$ cat src/teps_pkg.sv
package teps_pkg;

    localparam int MaxDimDefault = 1024;
    localparam int DimW   = 11;
    localparam int PixW   = 10;
    localparam int TimeW  = 9;
    localparam int SqW    = 24;
    localparam int RootW  = SqW / 2;
    localparam int DepthNum = 3000;
    localparam int DivSteps = 12;
    localparam int AngW   = 6;

    localparam logic [0:0] RegWidth  = 1'b0;
    localparam logic [0:0] RegHeight = 1'b1;

    typedef struct packed {
        logic [PixW-1:0]  pix_x;
        logic [PixW-1:0]  pix_y;
        logic [TimeW-1:0] frame_time;
    } teps_in_t;

    typedef struct packed {
        logic [7:0] red;
        logic [7:0] green;
        logic [7:0] blue;
    } teps_out_t;

    // working set carried from cell to cell
    typedef struct packed {
        logic [SqW-1:0]   rem;
        logic [RootW-1:0] root;
        logic [12:0]      aden;
        logic [16:0]      arem;
        logic [AngW-1:0]  aq;
        logic             sx;
        logic             sy;
        logic [TimeW-1:0] t;
    } teps_work_t;

    // floor(v/255) for v <= 255*240
    function automatic logic [7:0] div255(input logic [15:0] v);
        logic [24:0] p;
        logic [8:0]  q;
        logic [15:0] r;
        begin
            p = 25'(v) * 25'd257;
            q = 9'(p >> 16);
            r = v - 16'(q) * 16'd255;
            if (r >= 16'd255)
                q = q + 9'd1;
            div255 = q[7:0];
        end
    endfunction

endpackage

$ cat src/teps_cell.sv
// a square root step per cell; an angle division step if Stage < AngW
module teps_cell
    import teps_pkg::*;
#(
    parameter int Stage = 0
)
(
    input  logic       clk,
    input  logic       rst_n,
    input  logic       en,
    input  logic       vin,
    input  teps_work_t win,
    output logic       vout,
    output teps_work_t wout
);
    localparam int Shift = 2 * (RootW - 1 - Stage);
    localparam logic [SqW-1:0] Bit = SqW'(1) << Shift;

    logic       v_reg;
    teps_work_t w_reg;
    teps_work_t w_next;
    logic [SqW-1:0] trial;
    logic [16:0]    arem2;

    always_comb
    begin
        w_next = win;
        trial  = (SqW'(win.root) << (RootW - Stage)) + Bit;
        if (win.rem >= trial)
        begin
            w_next.rem  = win.rem - trial;
            w_next.root = win.root | RootW'(RootW'(1) << (RootW - 1 - Stage));
        end
        // first step gives the integer bit, the rest the fraction bits
        arem2 = (Stage == 0) ? win.arem : {win.arem[15:0], 1'b0};
        if (Stage < AngW)
        begin
            if (arem2 >= 17'(win.aden))
            begin
                w_next.arem = arem2 - 17'(win.aden);
                w_next.aq   = {win.aq[AngW-2:0], 1'b1};
            end
            else
            begin
                w_next.arem = arem2;
                w_next.aq   = {win.aq[AngW-2:0], 1'b0};
            end
        end
    end

    always_ff @(posedge clk or negedge rst_n)
    begin
        if (!rst_n)
            v_reg <= 1'b0;
        else if (en)
            v_reg <= vin;
    end

    always_ff @(posedge clk)
    begin
        if (en)
            w_reg <= w_next;
    end

    assign vout = v_reg;
    assign wout = w_reg;
endmodule

$ cat src/teps_shade.sv
// depth divider cells then colour lookup
module teps_shade
    import teps_pkg::*;
(
    input  logic             clk,
    input  logic             rst_n,
    input  logic             en,
    input  logic             vin,
    input  logic [RootW-1:0] root,
    input  logic [AngW-1:0]  aq,
    input  logic             sx,
    input  logic             sy,
    input  logic [TimeW-1:0] t,
    output logic             vout,
    output teps_out_t        pix
);
    // restoring division chain for 3000 / d, one quotient bit per stage
    logic [DivSteps:0]            v_reg;
    logic [DivSteps:0][12:0]      rem_reg;
    logic [DivSteps:0][11:0]      q_reg;
    logic [DivSteps:0][RootW-1:0] d_reg;
    logic [DivSteps:0][7:0]       ang_reg;
    logic [DivSteps:0][TimeW-1:0] t_reg;
    logic [7:0] ang;
    logic [AngW-1:0] a;
    logic [RootW-1:0] dcl;

    always_comb
    begin
        a = aq;
        dcl = (root == '0) ? RootW'(1) : root;
        if (!sx && !sy)      ang = 8'(a);
        else if (sx && !sy)  ang = 8'd64 - 8'(a);
        else if (sx)         ang = 8'd128 + 8'(a);
        else                 ang = 8'd192 - 8'(a);
    end

    always_ff @(posedge clk or negedge rst_n)
    begin
        if (!rst_n)
            v_reg <= '0;
        else if (en)
            v_reg <= {v_reg[DivSteps-1:0], vin};
    end

    always_ff @(posedge clk)
    begin
        if (en)
        begin
            rem_reg[0] <= '0;
            q_reg[0]   <= '0;
            d_reg[0]   <= dcl;
            ang_reg[0] <= ang;
            t_reg[0]   <= t;
            for (int i = 0; i < DivSteps; i++)
            begin
                logic [12:0] r2;
                r2 = {rem_reg[i][11:0], 1'(DepthNum >> (DivSteps - 1 - i))};
                if (r2 >= 13'(d_reg[i]))
                begin
                    rem_reg[i+1] <= r2 - 13'(d_reg[i]);
                    q_reg[i+1]   <= {q_reg[i][10:0], 1'b1};
                end
                else
                begin
                    rem_reg[i+1] <= r2;
                    q_reg[i+1]   <= {q_reg[i][10:0], 1'b0};
                end
                d_reg[i+1]   <= d_reg[i];
                ang_reg[i+1] <= ang_reg[i];
                t_reg[i+1]   <= t_reg[i];
            end
        end
    end

    logic [7:0] depth, u, v, shade;
    logic       chk;
    logic [7:0] kr, kg, kb;

    always_comb
    begin
        depth = q_reg[DivSteps][7:0];
        u     = depth + t_reg[DivSteps][7:0];
        v     = ang_reg[DivSteps] + t_reg[DivSteps][8:1];
        chk   = u[4] ^ v[4];
        shade = 8'd255 - depth;
        kr = chk ? 8'd240 : 8'd60;
        kg = chk ? 8'd120 : 8'd70;
        kb = chk ? 8'd60  : 8'd200;
    end

    always_ff @(posedge clk or negedge rst_n)
    begin
        if (!rst_n)
            vout <= 1'b0;
        else if (en)
            vout <= v_reg[DivSteps];
    end

    always_ff @(posedge clk)
    begin
        if (en)
        begin
            pix.red   <= div255(16'(shade) * 16'(kr));
            pix.green <= div255(16'(shade) * 16'(kg));
            pix.blue  <= div255(16'(shade) * 16'(kb));
        end
    end
endmodule

$ cat src/tunnel_effect_pixel_shader_top.sv
// tunnel effect pixel shader
// input channel: in_valid / in_stall with a packed item of pix_x, pix_y,
// frame_time; output channel: out_valid / out_stall with red, green, blue
// an item enters at every clock edge where in_valid is high and in_stall low
// the datapath is a chain of cells: one setup stage forms offsets and squares,
// twelve square root cells (which also carry six angle division steps),
// a divider load stage, twelve depth divider cells and one shading stage
// throughput: one item per cycle while not stalled, set by the cell chain advancing every enabled cycle
// the whole chain freezes while out_valid is high and out_stall is high,
// so a stalled result holds and in_stall follows the output stall
// reset clears all valid bits and loads width 110, height 64
// apb writes land at byte 0 (width) and 4 (height); pready is tied high
module tunnel_effect_pixel_shader_top
    import teps_pkg::*;
#(
    parameter int MAX_DIM = MaxDimDefault
)
(
    input  logic        clk,
    input  logic        rst_n,
    input  logic        psel,
    input  logic        penable,
    input  logic        pwrite,
    input  logic [2:0]  paddr,
    input  logic [31:0] pwdata,
    output logic [31:0] prdata,
    output logic        pready,
    input  logic        in_valid,
    output logic        in_stall,
    input  teps_in_t    in_item,
    output logic        out_valid,
    input  logic        out_stall,
    output teps_out_t   out_item
);
    logic [DimW-1:0] width_reg, height_reg;
    logic            en;

    assign pready = 1'b1;
    assign prdata = paddr[2] ? 32'(height_reg) : 32'(width_reg);

    always_ff @(posedge clk or negedge rst_n)
    begin
        if (!rst_n)
        begin
            width_reg  <= DimW'(110);
            height_reg <= DimW'(64);
        end
        else if (psel && penable && pwrite && paddr[1:0] == 2'b00)
        begin
            if (paddr[2] == RegWidth)
                width_reg <= pwdata[DimW-1:0];
            else
                height_reg <= pwdata[DimW-1:0];
        end
    end

    // stall the whole chain only while a result is held
    assign en       = !(out_valid && out_stall);
    assign in_stall = !en;

    // setup stage: centre, offsets, squares and angle operands
    logic [DimW-1:0] cw, ch;
    logic signed [DimW:0] dx, dy;
    logic [DimW-1:0] ax, ay;
    logic            v0_reg;
    teps_work_t      w0_reg, w0_next;

    always_comb
    begin
        // a limit beyond the register range never clamps
        cw = (32'(width_reg)  > 32'(MAX_DIM)) ? DimW'(MAX_DIM) : width_reg;
        ch = (32'(height_reg) > 32'(MAX_DIM)) ? DimW'(MAX_DIM) : height_reg;
        dx = $signed({2'b00, in_item.pix_x}) - $signed({2'b00, cw[DimW-1:1]});
        dy = $signed({2'b00, in_item.pix_y}) - $signed({2'b00, ch[DimW-1:1]});
        ax = dx[DimW] ? DimW'(-dx) : dx[DimW-1:0];
        ay = dy[DimW] ? DimW'(-dy) : dy[DimW-1:0];
        w0_next.rem  = SqW'(ax) * SqW'(ax) + SqW'(ay) * SqW'(ay);
        w0_next.root = '0;
        w0_next.aden = 13'(ax) + 13'(ay);
        // 32*ay / (ax+ay): preload ay, six restoring steps give the quotient
        w0_next.arem = 17'(ay);
        w0_next.aq   = '0;
        w0_next.sx   = dx[DimW];
        w0_next.sy   = dy[DimW];
        w0_next.t    = in_item.frame_time;
        if (w0_next.aden == '0)
            w0_next.arem = '0;
        if (w0_next.aden == '0)
            w0_next.aden = 13'd1;
    end

    always_ff @(posedge clk or negedge rst_n)
    begin
        if (!rst_n)
            v0_reg <= 1'b0;
        else if (en)
            v0_reg <= in_valid;
    end

    always_ff @(posedge clk)
    begin
        if (en)
            w0_reg <= w0_next;
    end

    logic       [RootW:0] vc;
    teps_work_t [RootW:0] wc;
    assign vc[0] = v0_reg;
    assign wc[0] = w0_reg;

    for (genvar g = 0; g < RootW; g++)
    begin : g_cell
        teps_cell #(.Stage(g)) u_cell (
            .clk  (clk),
            .rst_n(rst_n),
            .en   (en),
            .vin  (vc[g]),
            .win  (wc[g]),
            .vout (vc[g+1]),
            .wout (wc[g+1])
        );
    end

    teps_shade u_shade (
        .clk  (clk),
        .rst_n(rst_n),
        .en   (en),
        .vin  (vc[RootW]),
        .root (wc[RootW].root),
        .aq   (wc[RootW].aq),
        .sx   (wc[RootW].sx),
        .sy   (wc[RootW].sy),
        .t    (wc[RootW].t),
        .vout (out_valid),
        .pix  (out_item)
    );
endmodule

$ cat config.mk
export PLATFORM = sky130hd
export DESIGN_NAME = tunnel_effect_pixel_shader_top
export DESIGN_NICKNAME = d
export VERILOG_FILES = /design/src/teps_pkg.sv /design/src/teps_cell.sv /design/src/teps_shade.sv /design/src/tunnel_effect_pixel_shader_top.sv
export SDC_FILE = /design/constraint.sdc
export NUM_CORES = 2
export LEC_CHECK = 0
export ABC_AREA = 0
export BUFFER_PORTS_ARGS = -buffer_cell sky130_fd_sc_hd__buf_4
export CAP_MARGIN = 20
export CELL_PAD_IN_SITES_DETAIL_PLACEMENT = 0
export CELL_PAD_IN_SITES_GLOBAL_PLACEMENT = 1
export CORE_ASPECT_RATIO = 1.4
export CORE_MARGIN = 2
export CORE_UTILIZATION = 42
export CTS_CLUSTER_SIZE = 24
export DETAILED_ROUTE_END_ITERATION = 10
export PLACE_DENSITY = 0.74
export SLEW_MARGIN = 20
export SYNTH_ARGS = -nofsm -noshare
export SYNTH_HDL_FRONTEND = slang
export SYNTH_SLANG_ARGS = --single-unit
$ cat constraint.sdc
create_clock -name clk -period 102.8 [get_ports clk]
set_clock_uncertainty 0.05 [all_clocks]
set_input_delay 20.56 -clock clk [delete_from_list [all_inputs] [get_ports clk]]
set_output_delay 20.56 -clock clk [all_outputs]
set_load 0.005 [all_outputs]
==> results.cfg <==
[logic_synthesis]
syn-cell-area_sq_um = 73100
ys_seq_elements = 1203
synth_cell_types = 94
synthFlopType = edfxtp_1
syn_inst = 6144
synth-async-reset-ratio_pct = 4.07
synth-edff-count = 1154
synth_warnings = 0
seq_area_frac_synth_pct = 49.1
avgSynthCellArea_sq_um = 11.9

[worst_setup_path]
setup.worst_path.start_class = input port
rrSetupSlack_ps = 87350
crit_path_frequent_cell = buf_4
slowest_stage = mux2_2
slowest_delay_ps = 400
critPathTopFamily = multiplexers
path_buf_inv = 2
path_class = in -> out
critical_path.endpoint_type = primary output
arrival_ps = 21320
worstPathRequired_ps = 82190
path_cells = buf_4, mux2_2, buf_4
cp_max_fo = 14

[floorplanning]
start_util_pct = 42.2
rows = 181
pin_count = 130
core_sq_um = 173000
die_x_um = 357
dieHeight_um = 498
dieArea_sq_um = 177000

[sta]
finalSetupViolCount = 0
fmax_mhz = 23.8
worstMarginPinSlew_ps = 1050
slew_headroom_pct = 29.7
drv_slew = 0
fin_setup_tns_ps = 0
fin_crit_sh_pct = 40.8
hold_violations = 0
rsz0062_at_grt = no
fin_crit_ps = 41930

[clocking]
numCtsBuffers = 118
cts_root_buffer = clkbuf_16
clockBufferDepth = 3
cts_tree = built
htreeDepth = 3
clkTransAtPathRegs_ps = 60
clkLatencyLatePin_ps = 750
hold_buffers = 0
ctsResizeCount = 0
cts_sinks = 1203
cts_setup_buffers = 0

[detailed_routing]
drcViolationCount = 0
routed_wirelength_mm = 139
viasPerCell = 4.98
via_count = 43400
drt_iter0_drc = 1863
dr.pass1.iters = 5
wl_per_cell_um = 15.9
ant_nets = 0

[grt]
grt_pass1_vias = 46200
grt_overflow = 0
grt_max_degree = 184
grtUsageTotal_pct = 16.0
grt_pass1_wl_mm = 229
antenna_found_initial = 0

[finish]
seqCellArea_sq_um = 35900
multi_input_area_sq_um = 33200
area_growth_pct = 10.6
antenna_cells = 0
fill_cells = 15600
nNetsFinal = 7433
drive_gt1_share_pct = 7.89
largest_register_ff_count = 621

[placed_design]
globalplace.congestion = 0.849
dp_hpwl_mm = 109
numPortBuffers = 83

[run_status]
outcome = complete, no violations

[job]
maxCapViolations = 0

[hold_path]
holdCritPathClass = reg -> reg
==> cells in the mapped netlist (all sizes together), types with 94 or more instances <==
| cell type | instances | area (sq um) |
|---|---|---|
| inv | 965 | 3620 |
| a21o | 94 | 706 |
| mux2 | 119 | 1340 |
| edfxtp | 1154 | 34700 |
| o21ai | 268 | 1350 |
| nor2 | 454 | 1720 |
| xor2 | 133 | 1170 |
| xnor2 | 266 | 2400 |
| ha | 698 | 8730 |
| a21oi | 242 | 1210 |
| nand2 | 323 | 1210 |
| fa | 341 | 6830 |
==> routing by layer <==
layer / wire length (um) / vias up / GRT usage (%)
li1: - / 21500 / -
met1: 50100 / 21100 / 16.1
met2: 79800 / 499 / 32.4
met3: 3090 / 278 / 1.63
met4: 6000 / 0 / 7.05
met5: 0 / - / 0
==> path summary, 6_finish.rpt <==
check                               startpoint  cells after the start                     to
setup / recovery                      paddr[2]                      3              prdata[5]
hold / removal             u_shade.ang_reg[89]                      0    u_shade.ang_reg[97]
setup reg to reg              u_shade.depth[3]                     51        u_shade.pix[23]
hold reg to reg            u_shade.ang_reg[89]                      0    u_shade.ang_reg[97]
max in group asynchronous                rst_n                      1          height_reg[4]
min in group asynchronous                rst_n                      1  g_cell[0].u_cell.vout
==> metrics by stage <==
step / cells / setup WS (ps) / utilization, % / instance area [sq um] / hold WS, ps
floorplan: 6182 / 28620 / - / 73200 / 350
global placement: 8489 / 60880 / 44.2 / 76600 / 351
detailed placement: 8490 / 60860 / 44.2 / 76700 / 355
CTS: 8712 / 60870 / 46.7 / 80900 / 330
global route: 8712 / 60830 / 46.7 / 80900 / 354
finish: 8712 / 60870 / 46.7 / 80900 / 339
==> final cells by class <==
cell class | count | share of cell area (%)
Multi-Input combinational cell | 3896 | 41.1
Clock inverter | 77 | 1.29
Inverter | 969 | 4.50
Clock buffer | 145 | 3.90
Sequential cell | 1203 | 44.4
Timing Repair Buffer | 135 | 1.28
Tap cell | 2287 | 3.54
==> cell families after synthesis <==
logic type                 synth area share, %
AOI/OAI and AO/OA                         7.95
muxes                                     2.21
and+or+nand+nor                           8.86
other                                   0.0103
DFF                                       49.1
adders and majority gates                 21.3
xor gates and xnor gates                  4.88
buffers and inverters                     5.69
==> cells in the final DEF, fill, tap and decap left out, types with 20 or more instances in the layout <==
cell type and n:
or3_1 20, nand3_1 54, inv_1 964, nor2b_1 66, xor2_1 132, clkbuf_16 122
dfrtp_1 43, nor3_1 85, a21o_1 94, clkinv_1 20, nand2_1 322, and2_1 40
nor4_1 47, and3_1 21, clkbuf_1 22, mux2i_1 25, o21a_1 52, a21boi_0 66
conb_1 40, o21ai_0 266, xnor2_1 260, o21bai_1 33, nand2b_1 85, buf_4 133
o31ai_1 55, ha_1 698, a211oi_1 23, mux2_2 119, nand4_1 54, edfxtp_1 1154
fa_1 341, a21oi_1 240, nor2_1 449
Power is left out: the tool's default activity adds up to more than one toggle a clock period on the data nets, which glitch-free logic cannot reach.
